[src/hdu_pkg.sv]
// Shared types and constants for the Huffman tree-walk decoder.
package hdu_pkg;

	localparam int IDX_W     = 9;
	localparam int SYM_W     = 8;
	localparam int NBITS_W   = 4;
	localparam int BYTE_BITS = 8;
	localparam int TOP_BIT   = 7;
	localparam int QDEPTH    = 4;

	typedef enum logic {
		REQ_LOAD   = 1'b0,
		REQ_DECODE = 1'b1
	} req_kind_t;

	typedef struct packed {
		logic [IDX_W-1:0] left;
		logic [IDX_W-1:0] right;
		logic             leaf;
		logic [SYM_W-1:0] sym;
	} node_t;

	typedef struct packed {
		req_kind_t          kind;
		logic [IDX_W-1:0]   idx;
		node_t              node;
		logic [7:0]         data;
		logic [NBITS_W-1:0] nbits;
	} req_t;

endpackage

[src/hdu_fifo.sv]
// Short request queue between the front end and the tree walker.
module hdu_fifo (
	input  logic          clk,
	input  logic          arst_n,
	input  logic          push,
	input  hdu_pkg::req_t din,
	output logic          full,
	input  logic          pop,
	output hdu_pkg::req_t dout,
	output logic          empty
);
	import hdu_pkg::*;

	localparam int PW = $clog2(QDEPTH);
	localparam int CW = $clog2(QDEPTH + 1);

	req_t          mem_q [QDEPTH];
	logic [PW-1:0] wr_ptr_q;
	logic [PW-1:0] rd_ptr_q;
	logic [CW-1:0] count_q;
	logic          do_push;
	logic          do_pop;

	assign full    = (count_q == CW'(QDEPTH));
	assign empty   = (count_q == '0);
	assign do_push = push && !full;
	assign do_pop  = pop && !empty;
	assign dout    = mem_q[rd_ptr_q];

	always_ff @(posedge clk or negedge arst_n) begin
		if (!arst_n) begin
			wr_ptr_q <= '0;
			rd_ptr_q <= '0;
			count_q  <= '0;
		end else begin
			if (do_push) begin
				wr_ptr_q <= wr_ptr_q + 1'b1;
			end
			if (do_pop) begin
				rd_ptr_q <= rd_ptr_q + 1'b1;
			end
			case ({do_push, do_pop})
				2'b10:   count_q <= count_q + 1'b1;
				2'b01:   count_q <= count_q - 1'b1;
				default: count_q <= count_q;
			endcase
		end
	end

	always_ff @(posedge clk) begin
		if (do_push) begin
			mem_q[wr_ptr_q] <= din;
		end
	end

	a_count_bound: assert property (@(posedge clk) disable iff (!arst_n)
		count_q <= CW'(QDEPTH))
		else $error("request queue count overflow");

	a_no_push_full: assert property (@(posedge clk) disable iff (!arst_n)
		full |-> !push)
		else $error("request pushed into a full queue");

	a_no_pop_empty: assert property (@(posedge clk) disable iff (!arst_n)
		empty |-> !pop)
		else $error("request popped from an empty queue");

endmodule

[config.mk]
export PLATFORM = sky130hd
export DESIGN_NAME = hdu_fifo
export DESIGN_NICKNAME = d
export VERILOG_FILES = /design/src/hdu_pkg.sv /design/src/hdu_fifo.sv
export SDC_FILE = /design/constraint.sdc
export NUM_CORES = 1
export LEC_CHECK = 0
export BUFFER_PORTS_ARGS = -buffer_cell sky130_fd_sc_hd__buf_2
export CAP_MARGIN = 15
export CORE_MARGIN = 2
export CORE_UTILIZATION = 32
export CTS_BUF_LIST = sky130_fd_sc_hd__clkbuf_4 sky130_fd_sc_hd__clkbuf_8 sky130_fd_sc_hd__clkbuf_16
export DETAILED_ROUTE_END_ITERATION = 6
export PLACE_DENSITY = 0.58
export SLEW_MARGIN = 20
export SYNTH_ARGS = -nofsm -noshare
export SYNTH_HDL_FRONTEND = slang
export SYNTH_SLANG_ARGS = --single-unit
[constraint.sdc]
create_clock -name clk -period 2.4 [get_ports clk]
set_input_delay 0.48 -clock clk [delete_from_list [all_inputs] [get_ports clk]]
set_output_delay 0.48 -clock clk [all_outputs]
set_load 0.02 [all_outputs]
## Yosys cells after proc, flatten, opt, wreduce, memory -nomap -nowiden

Memories as Yosys holds them, arrays and structs flattened.
Cells that the tools add are included.

- Add/subtract/negate cells: 4
- Equality and inequality tests: 3
- Mux-type cells: 3
- Reductions and logical operators: 6

Operators by type and width:

| operator | count |
|---|---|
| case mux 3 bit (2 select lines) | 1 |
| adder 2 x 1 -> 2 bit, second input constant | 2 |
| adder 3 x 1 -> 3 bit, second input constant | 1 |
| equality test 3 bit, second input constant | 1 |
| zero test 3 bit | 1 |
| subtractor 3 x 1 -> 3 bit, second input constant | 1 |
| equality test 2 x 1 -> 1 bit, second input constant | 1 |
| equality test 2 bit, second input constant | 1 |
| logical AND 1 bit | 2 |
| zero test 1 bit | 2 |
| 2-to-1 mux 1 bit | 2 |
| nonzero test 2 bit | 1 |

- Register bits after elaboration: 7
- Bits in writable memories: 196
- Logic and storage cells: 20
- Memories: 1

Memory list:

| memory | words | bits a word | rd ports | clocked after memory_dff | write ports | line | source |
|---|---|---|---|---|---|---|---|
| mem_q | 4 | 49 | 1 | 0 | 1 | hdu_fifo.sv:17 | `req_t mem_q [QDEPTH];` |

## Longest topological paths before layout

- Depth after elaboration: 5
- Depth in mapped cells: 9
- Gate-level depth less buffers: 9

## Worst setup path before layout

No wires, ideal clock.

- Path type: register -> register
- Start: register count_q[2]
- End: memory mem_q[0][0] in the netlist's numbering (enable)
- Arrival: 2.038 ns
- Path slack: -0.049 ns
- Stages on the path, launching flop included: 4
- Path buffers: 0
- Cells stage by stage: dfrtp_1 nor3b_2 nor2b_2 and2_1

- Longest elaborated chain between the ends: 5

RTL lines:

| what | line | source |
|---|---|---|
| from (decl) | hdu_fifo.sv:20 | `logic [CW-1:0] count_q;` |
| from (signal assigned) | hdu_fifo.sv:43 | `2'b10: count_q <= count_q + 1'b1;` |
| from (signal assigned) | hdu_fifo.sv:44 | `2'b01: count_q <= count_q - 1'b1;` |
| from (signal assigned) | hdu_fifo.sv:45 | `default: count_q <= count_q;` |
| equality test 3 bit | hdu_fifo.sv:24 | `assign full = (count_q == CW'(QDEPTH));` |
| net full | hdu_fifo.sv:7 | `output logic full,` |
| zero test 1 bit | hdu_fifo.sv:26 | `assign do_push = push && !full;` |
| logical AND 1 bit | hdu_fifo.sv:26 |  |
| 2-to-1 mux 1 bit | hdu_fifo.sv:51 | `if (do_push) begin` |
| 2-to-1 mux 1 bit (not written as such) | hdu_fifo.sv:52 | `mem_q[wr_ptr_q] <= din;` |
| to (decl) | hdu_fifo.sv:17 |  |

The timed path passes the listed nets, and every way through them passes these cells.

==> results.md <==
- The count of synthesis-stage warnings from yosys is 0.
- At the worst endpoint, the arrival time is 1.93 ns.
- The CTS tree is built.
- The power density normalized to cell area is 1340 mW/mm^2.
- The cell family contributing the most delay on the critical path is multiplexers.
- The worst hold path begins at din[20].
- The flow ran to the end, but the final reports show violations.
- The worst hold endpoint is mem_q[2][20].
- After synthesis the cells add up to 0.00755 sq mm.
- The first global-routing pass estimated 22200 um of wire.
- The most frequent standard cell in the layout excluding fill and tap cells is sky130_fd_sc_hd__edfxtp_1.
- The time the final worst path needs with I/O delays and setup is 2.41 ns.
- Of all nets on the critical path, the largest fanout is 8.
- The number of cells traversed by the worst hold path is 1.
- The final-report setup violation count is 7.
- Compared with the post-synthesis result, the final layout area differs by 27.1%.
- Of the cells placed in the final design, the portion with a size suffix greater than 1 is 0.481.
- The post-layout instance count excluding filler cells is 760.
- The floorplan die area is 0.0249 sq mm.
- The HPWL after detailed placement is 7820 um.
- Walking the worst path, the cells encountered are buf_12 > buf_16 > mux4_2 > buf_6.
- The congestion estimate from routability-driven global placement came to 0.706.
- The min-delay analysis places its worst path in the category in2reg.
- The number of DRC markers after the initial detailed-route iteration is 166.
- The floorplan step set the die width to 158 um.
- The largest net degree at the start of global routing is 51.
- For this design, the slowest cell found on the critical path is sky130_fd_sc_hd__mux4_2.
- The clock drives 203 sinks.
- The later-pin clock latency in the skew report is 0.50 ns.
- The leakage power total is 3.31 nW.
- IR analysis of the VDD net gives a maximum drop of 623 uV.
- The overall routed net length is 14800 um.
- Clock skew on the completed layout was measured at 0.0105 ns.
- Detailed routing inserted a total of 3416 vias.
- The nature of the critical path startpoint is a register.
- After filler insertion, the fill cell instance count of the layout stands at 2069.
- Together, buffers and inverters on the worst path number 3.
- Before CTS, the worst setup slack after placement is 0.360 ns.
- In the routed design, unresolved DRC markers number 0.
- The final cell area excluding filler cells is 0.00960 sq mm.
- The per-cell via count in the routed design is 4.49.
- The highest clock frequency the design can meet is 415 MHz.
- The layout net count is 484.
- The number of library cell types mapped by synthesis is 22.
- After detailed placement, the design holds a cell count of 712.
- Once placement finished, the instance area stood at 0.00850 sq mm.
- The final reports fail on negative setup slack.
- The number of clock buffers inserted by TritonCTS is 22.
- The tree is rooted in a sky130_fd_sc_hd__clkbuf_16.
- The number of flip-flops and latches in the synthesized netlist is 203.
- Setup repair after global routing could not meet its margin everywhere.
- The number of H-tree branching levels is 1.
- The path depth of the worst reg2reg path is 9.
- The die extent in y is 158 um.
- The reg-to-reg endpoint is count_q[2].
- The maximum clock path buffer count is 3.
- The required time of the worst setup path is 1.92 ns.
- The starting density of the core is 0.324.
- Headroom to the max-slew limit came out at 0.775.
- The area inside the core boundary is 0.0233 sq mm.
- The floorplan row count is 56.
- STA classifies the critical path endpoint as a primary output.
- Power comes to 12.9 mW.
- For the pin with the worst max-slew slack, the measured transition is 0.337 ns.
- The number of antenna diodes in the final layout is 0.
- Final hold analysis gives a worst-case slack of 0.194 ns.
- The boundary pin count is 104.
- The global routing usage summed across all routing layers is 0.120.
- The number of global-route vias before repair is 3793.
- The critical path's largest stage delay is 0.53 ns.
- Buffers placed on the I/O ports in this run total 103.
- In the finished design, the share of the clock period the worst path needs comes to 1.00.
- The net count after synthesis is 353.
- The worst reg-to-reg setup slack is 0.34 ns.
- The number of detailed-route iterations in the first pass is 4.
- Once detail routing completed, the nets flagged for antenna violations numbered 0.
- The fraction of the yosys area taken by sequential cells is 0.802.
- The initial antenna violation count was 0.
- The worst register-to-register path begins at count_q[0].
- For this run the aggregate overflow at the end of global routing stands at 0.
- The average size of a mapped cell is 25.7 sq um.
- In the synthesized netlist, the number of instances is 294.
- The CTS clock-pin slew for the worst setup and hold paths is 0.06 ns.
- In the layout the commonest cells are sky130_fd_sc_hd__edfxtp_1, sky130_fd_sc_hd__buf_2, sky130_fd_sc_hd__mux4_2, sky130_fd_sc_hd__buf_6, sky130_fd_sc_hd__clkbuf_16.
- The post-detailed-route wirelength per cell is 19.5 um.
- The critical path class is reg2out.
- The hold violation total from the final report is 0.
- The final worst-path setup slack is -0.00744 ns.
- The total of max-cap violations is 0.
- The final-report max-slew violation count is 0.
## worst register-to-register path, cell delays in order (launching register included)
cell and delay (ns):
sky130_fd_sc_hd__dfrtp_1 0.45, sky130_fd_sc_hd__nor3b_2 0.26, sky130_fd_sc_hd__nor2b_2 0.12, sky130_fd_sc_hd__inv_1 0.09
sky130_fd_sc_hd__ha_1 0.19, sky130_fd_sc_hd__inv_1 0.07, sky130_fd_sc_hd__fa_1 0.37, sky130_fd_sc_hd__xor2_1 0.16
sky130_fd_sc_hd__nor2_1 0.11, sky130_fd_sc_hd__xor2_1 0.17
## stage by stage
stage / setup TNS [ns] / util
2_1_floorplan: 0 / -
3_3_place_gp: 0 / 0.364
3_5_place_dp: 0 / 0.364
4_1_cts: -1.98 / 0.407
5_1_grt: -3.10 / 0.412
6_report: -0.0176 / 0.412
## registers in the layout, summed over array words and instances (netlist names)
name,cells
count_q,3
wr_ptr_q,2
rd_ptr_q,2
mem_q,196
## cells in the mapped netlist
cell type	number	share of area
sky130_fd_sc_hd__nor3b_2	1	0.0017
sky130_fd_sc_hd__xor2_1	3	0.0035
sky130_fd_sc_hd__and2_1	4	0.0033
sky130_fd_sc_hd__inv_1	6	0.0030
sky130_fd_sc_hd__mux4_1	1	0.0035
sky130_fd_sc_hd__o31a_1	1	0.0012
sky130_fd_sc_hd__xnor2_1	3	0.0035
sky130_fd_sc_hd__buf_2	5	0.0033
sky130_fd_sc_hd__buf_12	5	0.013
sky130_fd_sc_hd__edfxtp_1	196	0.78
sky130_fd_sc_hd__ha_1	5	0.0083
sky130_fd_sc_hd__nor2_1	1	0.00050
sky130_fd_sc_hd__nor3_1	1	0.00066
sky130_fd_sc_hd__nor2b_2	1	0.0012
sky130_fd_sc_hd__mux2_2	1	0.0015
sky130_fd_sc_hd__dfrtp_1	7	0.023
sky130_fd_sc_hd__nand2_1	1	0.00050
sky130_fd_sc_hd__fa_1	1	0.0026
sky130_fd_sc_hd__mux4_2	48	0.14
sky130_fd_sc_hd__mux2i_1	1	0.0013
sky130_fd_sc_hd__clkbuf_1	1	0.00050
sky130_fd_sc_hd__buf_6	1	0.0015
## repair_timing
item,CTS,global route
pin swaps,0,0
setup endpoints to repair,33,49
endpoints found under the hold margin,7,0
gates resized for setup,46,25
cloned,4,1
hold buffers,1,0
setup buffers,3,0
## kinds of logic (layout without fill, tap and decap cells)
kind of cell    count (synthesis)  after routing  synth area share
compound gates                  1              1           0.00116
xor+xnor                        6              6           0.00696
fa+ha+maj                       6              6            0.0109
buf+inv                        18            165            0.0215
flops                         203            203             0.802
mux                            51             51             0.149
simple gates                    9              9           0.00778
## report_power, final
group / total [mW] / internal, mW / leakage (nW) / switching (mW)
clock: 3.27 / 1.94 / 0.347 / 1.33
sequential: 4.89 / 4.70 / 1.87 / 0.192
combinational: 4.73 / 2.31 / 1.08 / 2.41
total: 12.9 / 8.95 / 3.31 / 3.93
## final cells by class
cell class / instances / area (sq um) / area share
multi-input combinational: 73 / 1330 / 0.139
clock inverter: 15 / 143 / 0.0149
inverter: 6 / 22.5 / 0.00234
tap: 319 / 399 / 0.0416
sequential: 203 / 6070 / 0.632
timing repair buffer: 119 / 1070 / 0.111
clock buffer: 25 / 573 / 0.0597
## worst max path at each step
stage                            from         end  slack, ns  cells after the start
after floorplan            count_q[0]  count_q[2]       0.33                      9
after global placement           push  count_q[2]       0.42                      9
after detailed placement   count_q[0]  count_q[2]       0.36                      9
after CTS                 rd_ptr_q[0]    dout[48]       -0.1                      4
after global routing      rd_ptr_q[0]    dout[31]      -0.09                      4
final                     rd_ptr_q[0]    dout[10]     -0.007                      4
## routing by layer
layer  share of wire  global-route usage  wire, um
met4           0.023              0.0364       337
met1            0.42               0.153      6260
met2            0.51               0.205      7570
met5               0                   0         0
met3           0.044              0.0276       659
(Power assumes the default switching activity.)
