File: config.mk
export PLATFORM = sky130hd
export DESIGN_NAME = hdu_front
export DESIGN_NICKNAME = d
export VERILOG_FILES = /design/src/hdu_pkg.sv /design/src/hdu_front.sv
export SDC_FILE = /design/constraint.sdc
export NUM_CORES = 1
export LEC_CHECK = 0
export BUFFER_PORTS_ARGS = -buffer_cell sky130_fd_sc_hd__buf_4
export CAP_MARGIN = 20
export CORE_ASPECT_RATIO = 2
export CORE_MARGIN = 2
export CORE_UTILIZATION = 37
export CTS_CLUSTER_SIZE = 16
export DETAILED_ROUTE_END_ITERATION = 10
export GPL_TIMING_DRIVEN = 0
export PLACE_DENSITY_LB_ADDON = 0.25
export SLEW_MARGIN = 10
export SYNTH_ARGS = -nofsm -noshare
export SYNTH_HDL_FRONTEND = slang
export SYNTH_SLANG_ARGS = --single-unit
File: constraint.sdc
create_clock -name clk -period 1.4 [get_ports clk]
set_input_delay 0.14 -clock clk [delete_from_list [all_inputs] [get_ports clk]]
set_output_delay 0.14 -clock clk [all_outputs]
set_load 0.01 [all_outputs]
File: src/hdu_pkg.sv
// Shared types and constants for the Huffman tree-walk decoder.
package hdu_pkg;

	localparam int IDX_W     = 9;
	localparam int SYM_W     = 8;
	localparam int NBITS_W   = 4;
	localparam int BYTE_BITS = 8;
	localparam int TOP_BIT   = 7;
	localparam int QDEPTH    = 4;

	typedef enum logic {
		REQ_LOAD   = 1'b0,
		REQ_DECODE = 1'b1
	} req_kind_t;

	typedef struct packed {
		logic [IDX_W-1:0] left;
		logic [IDX_W-1:0] right;
		logic             leaf;
		logic [SYM_W-1:0] sym;
	} node_t;

	typedef struct packed {
		req_kind_t          kind;
		logic [IDX_W-1:0]   idx;
		node_t              node;
		logic [7:0]         data;
		logic [NBITS_W-1:0] nbits;
	} req_t;

endpackage

File: src/hdu_front.sv
// Front end: accept input requests, classify them and hand them to the queue.
module hdu_front #(
	parameter int TREE_NODES = 511
) (
	input  logic                      clk,
	input  logic                      arst_n,
	input  logic                      s_tvalid,
	output logic                      s_tready,
	input  logic [47:0]               s_tdata,
	input  logic [0:0]                s_tuser,
	output logic                      q_push,
	output hdu_pkg::req_t             q_req,
	input  logic                      q_full
);
	import hdu_pkg::*;

	logic               v_s1;
	req_t               req_s1;
	req_t               req_in;
	logic               keep;
	logic [NBITS_W-1:0] nbits_raw;

	always_comb begin
		nbits_raw        = s_tdata[47:44];
		req_in.kind      = s_tuser[0] ? REQ_DECODE : REQ_LOAD;
		req_in.idx       = s_tdata[8:0];
		req_in.node.left = s_tdata[17:9];
		req_in.node.right = s_tdata[26:18];
		req_in.node.leaf = s_tdata[27];
		req_in.node.sym  = s_tdata[35:28];
		req_in.data      = s_tdata[43:36];
		// clamp oversized bit counts to a whole byte
		req_in.nbits     = (nbits_raw > NBITS_W'(BYTE_BITS)) ? NBITS_W'(BYTE_BITS) : nbits_raw;
		// drop loads beyond the node memory and decodes with no bits
		if (req_in.kind == REQ_LOAD) begin
			keep = (req_in.idx < IDX_W'(TREE_NODES));
		end else begin
			keep = (nbits_raw != '0);
		end
	end

	assign s_tready = !v_s1 || !q_full;
	assign q_push   = v_s1 && !q_full;
	assign q_req    = req_s1;

	always_ff @(posedge clk or negedge arst_n) begin
		if (!arst_n) begin
			v_s1 <= 1'b0;
		end else if (s_tvalid && s_tready) begin
			v_s1 <= keep;
		end else if (q_push) begin
			v_s1 <= 1'b0;
		end
	end

	always_ff @(posedge clk) begin
		if (s_tvalid && s_tready) begin
			req_s1 <= req_in;
		end
	end

endmodule

# --- Yosys cells after proc, flatten, opt, wreduce, memory -nomap -nowiden ---
# Index checks and enable logic that the tools add are counted.
op_classes:
  shift: 0
  mux: 4
  eq_ne: 0
  bitwise: 0
  multipliers: 0
  reduce_logical: 7
  magnitude_cmp: 2
  addsub: 0
  div_mod_pow: 0
ops:
  columns: ["operator", "count"]
  rows:
  - ["< comparator 9 bit (second input constant)", 1]
  - ["greater-than comparator 4 bit (second input constant)", 1]
  - ["two-way mux 1 bit", 4]
  - ["nonzero test 4 bit", 1]
  - ["logical AND 1 bit", 2]
  - ["zero test 1 bit", 2]
  - ["nonzero test 2 bit", 1]
  - ["logical OR 1 bit", 1]
totals:
  register_bits: 50
  mem_bits_ro: 0
  output_inout_bits: 51
  mem_bits_rw: 0
  mem_count: 0
  latchBits: 0
  in_bits: 53

# --- Logic depth before layout (Yosys ltp) ---
# Gate-level depths: netlist (run 1).
depth:
  word_depth: 4
  ltp_mapped: 3
  ltp_nobuf: 3

# --- Worst setup path before layout (run 1) ---
# Ideal clock, no wire load.
synth_timing:
  kind: "reg-to-reg"
  start: "register v_s1"
  end: "register req_s1, in the netlist q_req[0], enable pin"
  setup_ns: 0.385
  setup_slack_ns: -0.175
  n_path_buf: 0
  required_ns: 1.015
  stages_incl_launch_ff: 3
  arrival_ns: 1.191
  path_cell_list: "dfrtp_1 -> nand2_2 -> and2_2"
synth_between:
  elab_chain_cells: 3
synth_lines:
  columns: ["element", "line_no", "source"]
  rows:
  - ["start: declaration", "hdu_front.sv:17", "logic v_s1;"]
  - ["start signal: assignment", "hdu_front.sv:50", "v_s1 <= keep;"]
  - ["zero test 1 bit", "hdu_front.sv:42", "assign s_tready = !v_s1 || !q_full;"]
  - ["logical OR 1 bit", "hdu_front.sv:42", null]
  - ["via s_tready", "hdu_front.sv:8", "output logic s_tready,"]
  - ["logical AND 1 bit", "hdu_front.sv:57", "if (s_tvalid && s_tready) begin"]
  - ["end signal: assignment", "hdu_front.sv:58", "req_s1 <= req_in;"]
  - ["end: declaration", "hdu_front.sv:18", "req_t req_s1;"]
# The timed path passes the listed nets, and every way through them passes these cells.
# A chain may end at the register's enable or synchronous reset.

# --- Final worst setup path (run 1) ---
layout_timing:
  start: "register v_s1"
  end: "register req_s1, in the netlist q_req[38], enable pin"
layout_between:
  elab_chain_cells: 3
layout_lines:
  columns: ["element", "line_no"]
  rows:
  - ["zero test 1 bit", "hdu_front.sv:42"]
  - ["logical OR 1 bit", "hdu_front.sv:42"]
  - ["logical AND 1 bit", "hdu_front.sv:57"]
# No other way between the ends.

==> flow_summary.json, run 1 <==
{
  "synth_mux_area_frac": 0,
  "drive_gt1_frac": 0.646,
  "slew_headroom": 0.787,
  "grt_max_degree": 26,
  "vias_per_cell": 4.47,
  "wl_per_cell_um": 14.7,
  "skew_ns": 0.00476,
  "layout.cells.non_filler": 230,
  "vias": 1029,
  "drc": 0,
  "cts_tree": "built",
  "critPathCaptureType": "flip-flop",
  "synth-seq-area-share": 0.931,
  "cts_root_buf": "clkbuf_8",
  "postSynthAreaPerCell_sq_um": 24.7,
  "crit_chain": "nand2_2 -> and2_4",
  "ys_warn_count": 0,
  "max_stage_delay_ns": 0.41,
  "synth.area.top_cells": "edfxtp_1, dfrtp_1, nor2b_1",
  "antennaDiodeCount": 0,
  "syn_nets": 118,
  "grt_pass1_wl_um": 5150,
  "final.period_utilization": 0.878,
  "drtIter0Drc": 6,
  "grt_usage": 0.142,
  "max_freq_mhz": 814,
  "dp_cells": 220,
  "grt-ovfl-total": 0,
  "yosys-top-cells-count": "edfxtp_1, nor2b_1, nand4_1",
  "cts_inserted_buffers": 5,
  "vdd_drop_max_uv": 916,
  "final_cell_area_sq_mm": 0.00257,
  "drtPass1Iterations": 4,
  "synth_top_cell_by_area": "edfxtp_1",
  "synth_edf_count": 49,
  "hold_viol_final": 0,
  "ys.flop_type": "edfxtp_1",
  "final_util": 0.623,
  "num_io_pins": 104,
  "power.total_mw": 3.07,
  "fin_crit_ns": 1.23,
  "async_reset_ff_frac": 0.0200,
  "place_hpwl_um": 2590,
  "synth-simple-area-share": 0.0537,
  "clock_sinks": 50,
  "yosysMostFrequentCell": "edfxtp_1",
  "run_status": "finished, final reports clean",
  "fin_tns_setup_ns": 0,
  "max_cap_viol_count": 0,
  "ys_ff_latch": 50,
  "startpoint_type": "flip-flop",
  "fin_worst_hold_slack_ns": 0.0241,
  "timing.final.ws_setup_ns": 0.171,
  "setup_viol": 0,
  "pre_cts_slack_ns": -0.0552,
  "clk_pin_slew_worst_paths_ns": 0.09,
  "core_sq_mm": 0.00413,
  "synth-xor-area-share": 0,
  "layout-area-overhead-vs-synth_pct": 60.0,
  "nets": 230,
  "antenna_found_initial": 0,
  "dieWidth_um": 50.6,
  "synth_top_area_share": 0.916,
  "critPathSlowestCell": "dfrtp_1",
  "start_util": 0.389,
  "p_leak_nw": 1.07,
  "synth_cells": 65,
  "postRouteWirelength_um": 3380,
  "cts_setup_buffers": 0,
  "die-area_sq_mm": 0.00492,
  "die_h_um": 97.2,
  "ant_nets": 0,
  "synthesis.area_sq_mm": 0.00161,
  "ys_types": 13,
  "arrival_ns": 1.19,
  "crit_path_max_fanout": 25,
  "rsz0062_at_grt": "false",
  "placed_area_sq_mm": 0.00245,
  "critPathRequiredTime_ns": 1.36,
  "htree_levels": 2,
  "synth_fa_ha_area_frac": 0,
  "port_buffers": 103,
  "hold_path.class": "input pin to flip-flop",
  "gp_congestion": 0.726,
  "clk_latency_ns": 0.29,
  "rows": 33,
  "synth_top_family_by_area": "simple AND/OR/NAND/NOR gates",
  "first_global_vias": 1095,
  "worst_slew_pin_slew_ns": 0.320,
  "synth_compound_area_frac": 0.0125,
  "cts_buffer_depth": 2,
  "criticalPathCategory": "flip-flop to flip-flop",
  "powerDensity_mw_per_mm2": 1190,
  "drv_slew": 0
}
logic make-up after synthesis:
| kind of cell | Yosys count |
|---|---|
| DFF | 50 |
| and+or+nand+nor | 12 |
| buffers and inverters | 1 |
| AOI/OAI and AO/OA | 2 |
cell type report:
| cell class | count | area [sq um] |
|---|---|---|
| timing repair buffer | 104 | 783 |
| tap | 52 | 65.1 |
| sequential | 50 | 1500 |
| clock buffer | 7 | 76.3 |
| fill | 349 | 1560 |
| clock inverter | 1 | 30.0 |
| buffer | 1 | 3.75 |
| multi-input combinational | 15 | 116 |
critical path, delay by kind of cell, from the launching register on:
kind,cells,cell delay [ns]
AND/OR/NAND/NOR,2,0.48
flip-flops,1,0.41
layer usage:
metal	track usage	share of wire	vias to the layer above
met2	0.270	0.60	55
li1	-	-	481
met5	0	0	-
met1	0.134	0.31	489
met3	0.0400	0.073	4
met4	0.0561	0.012	0
layout by cell type (no fill, tap or decap):
master	n
buf_4	103
edfxtp_1	49
clkbuf_8	5
nor2b_1	4
clkbuf_1	3
and2_4	2
nand4_1	2
and2b_2	1
nand2_2	1
nor3_1	1
a21oi_1	1
nand2b_1	1
nor4b_2	1
a311oi_2	1
bufinv_16	1
dlygate4sd3_1	1
dfrtp_1	1
power breakdown:
| group | total, mW | switching, mW | leakage, nW | internal (mW) |
|---|---|---|---|---|
| registers | 1.77 | 0.0238 | 0.479 | 1.74 |
| logic | 0.347 | 0.144 | 0.536 | 0.202 |
| clock network | 0.953 | 0.418 | 0.0524 | 0.534 |
state kept, by name (all words and copies together), names as in the netlist:
register  count
q_req        49
v_s1          1
final timing paths:
| path | from | endpoint | slack (ns) | depth (start not counted) |
|---|---|---|---|---|
| worst max-delay path | v_s1 | q_req[38] | 0.17 | 2 |
| worst min-delay path | s_tdata[19] | q_req[22] | 0.02 | 1 |
| worst max register to register | v_s1 | q_req[38] | 0.17 | 2 |
| worst min register to register | v_s1 | v_s1 | 0.69 | 2 |
| max in group asynchronous | arst_n | v_s1 | 1.16 | 2 |
| min in group asynchronous | arst_n | v_s1 | 0.16 | 2 |
repair_timing:
action | 4_1_cts | 5_1_grt
resized for setup | 1 | 0
endpoints found under the hold margin | 1 | 0
endpoints found under the setup margin | 49 | 0
hold buffers | 1 | 0
Note: power is estimated with default switching activity, not from simulation.
==> run 2: changes to the inputs <==
- CORE_MARGIN: 2 -> unset
- CTS_CLUSTER_DIAMETER: unset -> 60
- PLACE_DENSITY: unset -> 0.74
- PLACE_DENSITY_LB_ADDON: 0.25 -> unset
==> run 2 against run 1 <==
  * Sequential power barely moved
  * Combinational power hardly changed
  * Sequential share of layout area did not move
  * Highest routed layer unchanged
  * Routed wire length down 4.2%
  * Clock power is 0.6% higher
  * Critical path depth did not move
  * Clock skew rose by 0.0054 ns
==> flow_summary.json, run 2 (synthesized netlist as in run 1, its figures left out) <==
{
  "run_status": "finished, final reports clean",
  "drtIter0Drc": 13,
  "nets": 230,
  "r2r-start": "v_s1",
  "max_freq_mhz": 809,
  "hold_viol_final": 0,
  "cts_tree": "built",
  "vias": 1018,
  "r2r_end": "q_req[33]",
  "clk_pin_slew_worst_paths_ns": 0.09,
  "first_global_vias": 1020,
  "vdd_drop_max_uv": 983,
  "slew_headroom": 0.780,
  "cp-startpoint": "v_s1",
  "place_hpwl_um": 2430,
  "criticalPathCategory": "flip-flop to flip-flop",
  "grt_usage": 0.141,
  "rrSetupSlack_ns": 0.16,
  "dp_cells": 220,
  "arrival_ns": 1.19,
  "drv_slew": 0,
  "antennaDiodeCount": 0,
  "startpoint_type": "flip-flop",
  "rr_worst_depth": 2,
  "htree_levels": 2,
  "seqCellArea_sq_mm": 0.00150,
  "fin_crit_ns": 1.24,
  "clk_latency_ns": 0.29,
  "drtPass1Iterations": 4,
  "ant_nets": 0,
  "drc": 0,
  "multi_input_area_sq_um": 116,
  "num_io_pins": 104,
  "rsz0062_at_grt": "false",
  "grt_max_degree": 26,
  "critPathSlowestCell": "dfrtp_1",
  "crit_buf_inv": 0,
  "final.period_utilization": 0.883,
  "dieWidth_um": 48.6,
  "layout_commonest_cell": "buf_4",
  "rows": 33,
  "crit_chain": "nand2_2 -> and2_4",
  "p_leak_nw": 1.07,
  "hold_path.class": "input pin to flip-flop",
  "die-area_sq_mm": 0.00463,
  "layout-area-overhead-vs-synth_pct": 60.0,
  "grt_pass1_wl_um": 4680,
  "max_cap_viol_count": 0,
  "die_h_um": 95.2,
  "final_util": 0.623,
  "fin_tns_setup_ns": 0,
  "core_sq_mm": 0.00413,
  "crit_path_max_fanout": 25,
  "postRouteWirelength_um": 3240,
  "critPathRequiredTime_ns": 1.36,
  "fin_worst_hold_slack_ns": 0.0203,
  "gp_congestion": 0.733,
  "crit_end": "q_req[33]",
  "max_stage_delay_ns": 0.41,
  "skew_ns": 0.0102,
  "fillCellCount": 350,
  "layout_common_cells": "buf_4, edfxtp_1, clkbuf_8",
  "powerDensity_mw_per_mm2": 1200,
  "drive_gt1_frac": 0.646,
  "largest_reg_flops": 49,
  "cts_buffer_depth": 2,
  "grt-ovfl-total": 0,
  "wl_per_cell_um": 14.1,
  "port_buffers": 103,
  "vias_per_cell": 4.43,
  "start_util": 0.389,
  "cts_root_buf": "clkbuf_8",
  "cts_setup_buffers": 0,
  "crit_cells": 2,
  "cpLargestDelayFamily": "simple AND/OR/NAND/NOR gates",
  "setup_viol": 0,
  "clock_sinks": 50,
  "antenna_found_initial": 0,
  "cts_inserted_buffers": 5,
  "layout.cells.non_filler": 230,
  "critPathCaptureType": "flip-flop",
  "worst_slew_pin_slew_ns": 0.330
}
-- run 2: cell counts in the layout (fill, tap and decap cells not counted) --
Identical to the previous run, type by type.
-- run 2: through the flow --
step | cell area [sq um] | power [mW] | setup slack [ns]
2_1_floorplan | 1610 | 1.90 | 0.0804
3_3_place_gp | 2450 | 2.13 | 0.00450
3_5_place_dp | 2450 | 2.15 | -0.0524
4_1_cts | 2570 | 3.11 | 0.153
5_1_grt | 2570 | 3.19 | 0.102
6_report | 2570 | 3.07 | 0.164
-- run 2: routing by layer --
layer  GRT usage  up-vias  share of wire
met5           0        -              0
met4      0.0907        0          0.034
met3      0.0510        9          0.088
met2       0.248       60           0.56
met1       0.138      470           0.32
li1            -      479              -
-- run 2: what timing repair did --
item | CTS | global route
hold endpoints to repair | 1 | 0
setup endpoints to repair | 49 | 0
gates resized for setup | 1 | 0
hold buffers | 1 | 0
-- run 2: worst min path at each step --
stage / end / cells past startpoint / startpoint / slack [ns]
finish: q_req[23] / 1 / s_tdata[20] / 0.02
global route: q_req[20] / 1 / s_tdata[27] / 0.002
CTS: q_req[23] / 1 / s_tdata[20] / 0.01
detailed placement: v_s1 / 1 / arst_n / -0.08
global placement: v_s1 / 1 / arst_n / -0.08
floorplan: v_s1 / 0 / arst_n / -0.16
-- run 2: where the power goes --
part           internal (mW)  leakage, nW  total, mW  switching, mW
clock                  0.535       0.0524      0.959          0.424
combinational          0.202        0.536      0.347          0.145
sequential              1.74        0.479       1.77         0.0225
total                   2.48         1.07       3.07          0.591
-- run 2: worst register-to-register path: cells and delay by family (launching register included) --
family | cells | cell delay (ns)
DFF | 1 | 0.41
and+or+nand+nor | 2 | 0.49
-- run 2: area by class of cell --
class	instances	area share
Clock buffer	7	0.0297
Clock inverter	1	0.0117
Multi-Input combinational cell	15	0.0453
Buffer	1	0.00146
Sequential cell	50	0.582
Timing Repair Buffer	104	0.305
Tap cell	52	0.0253
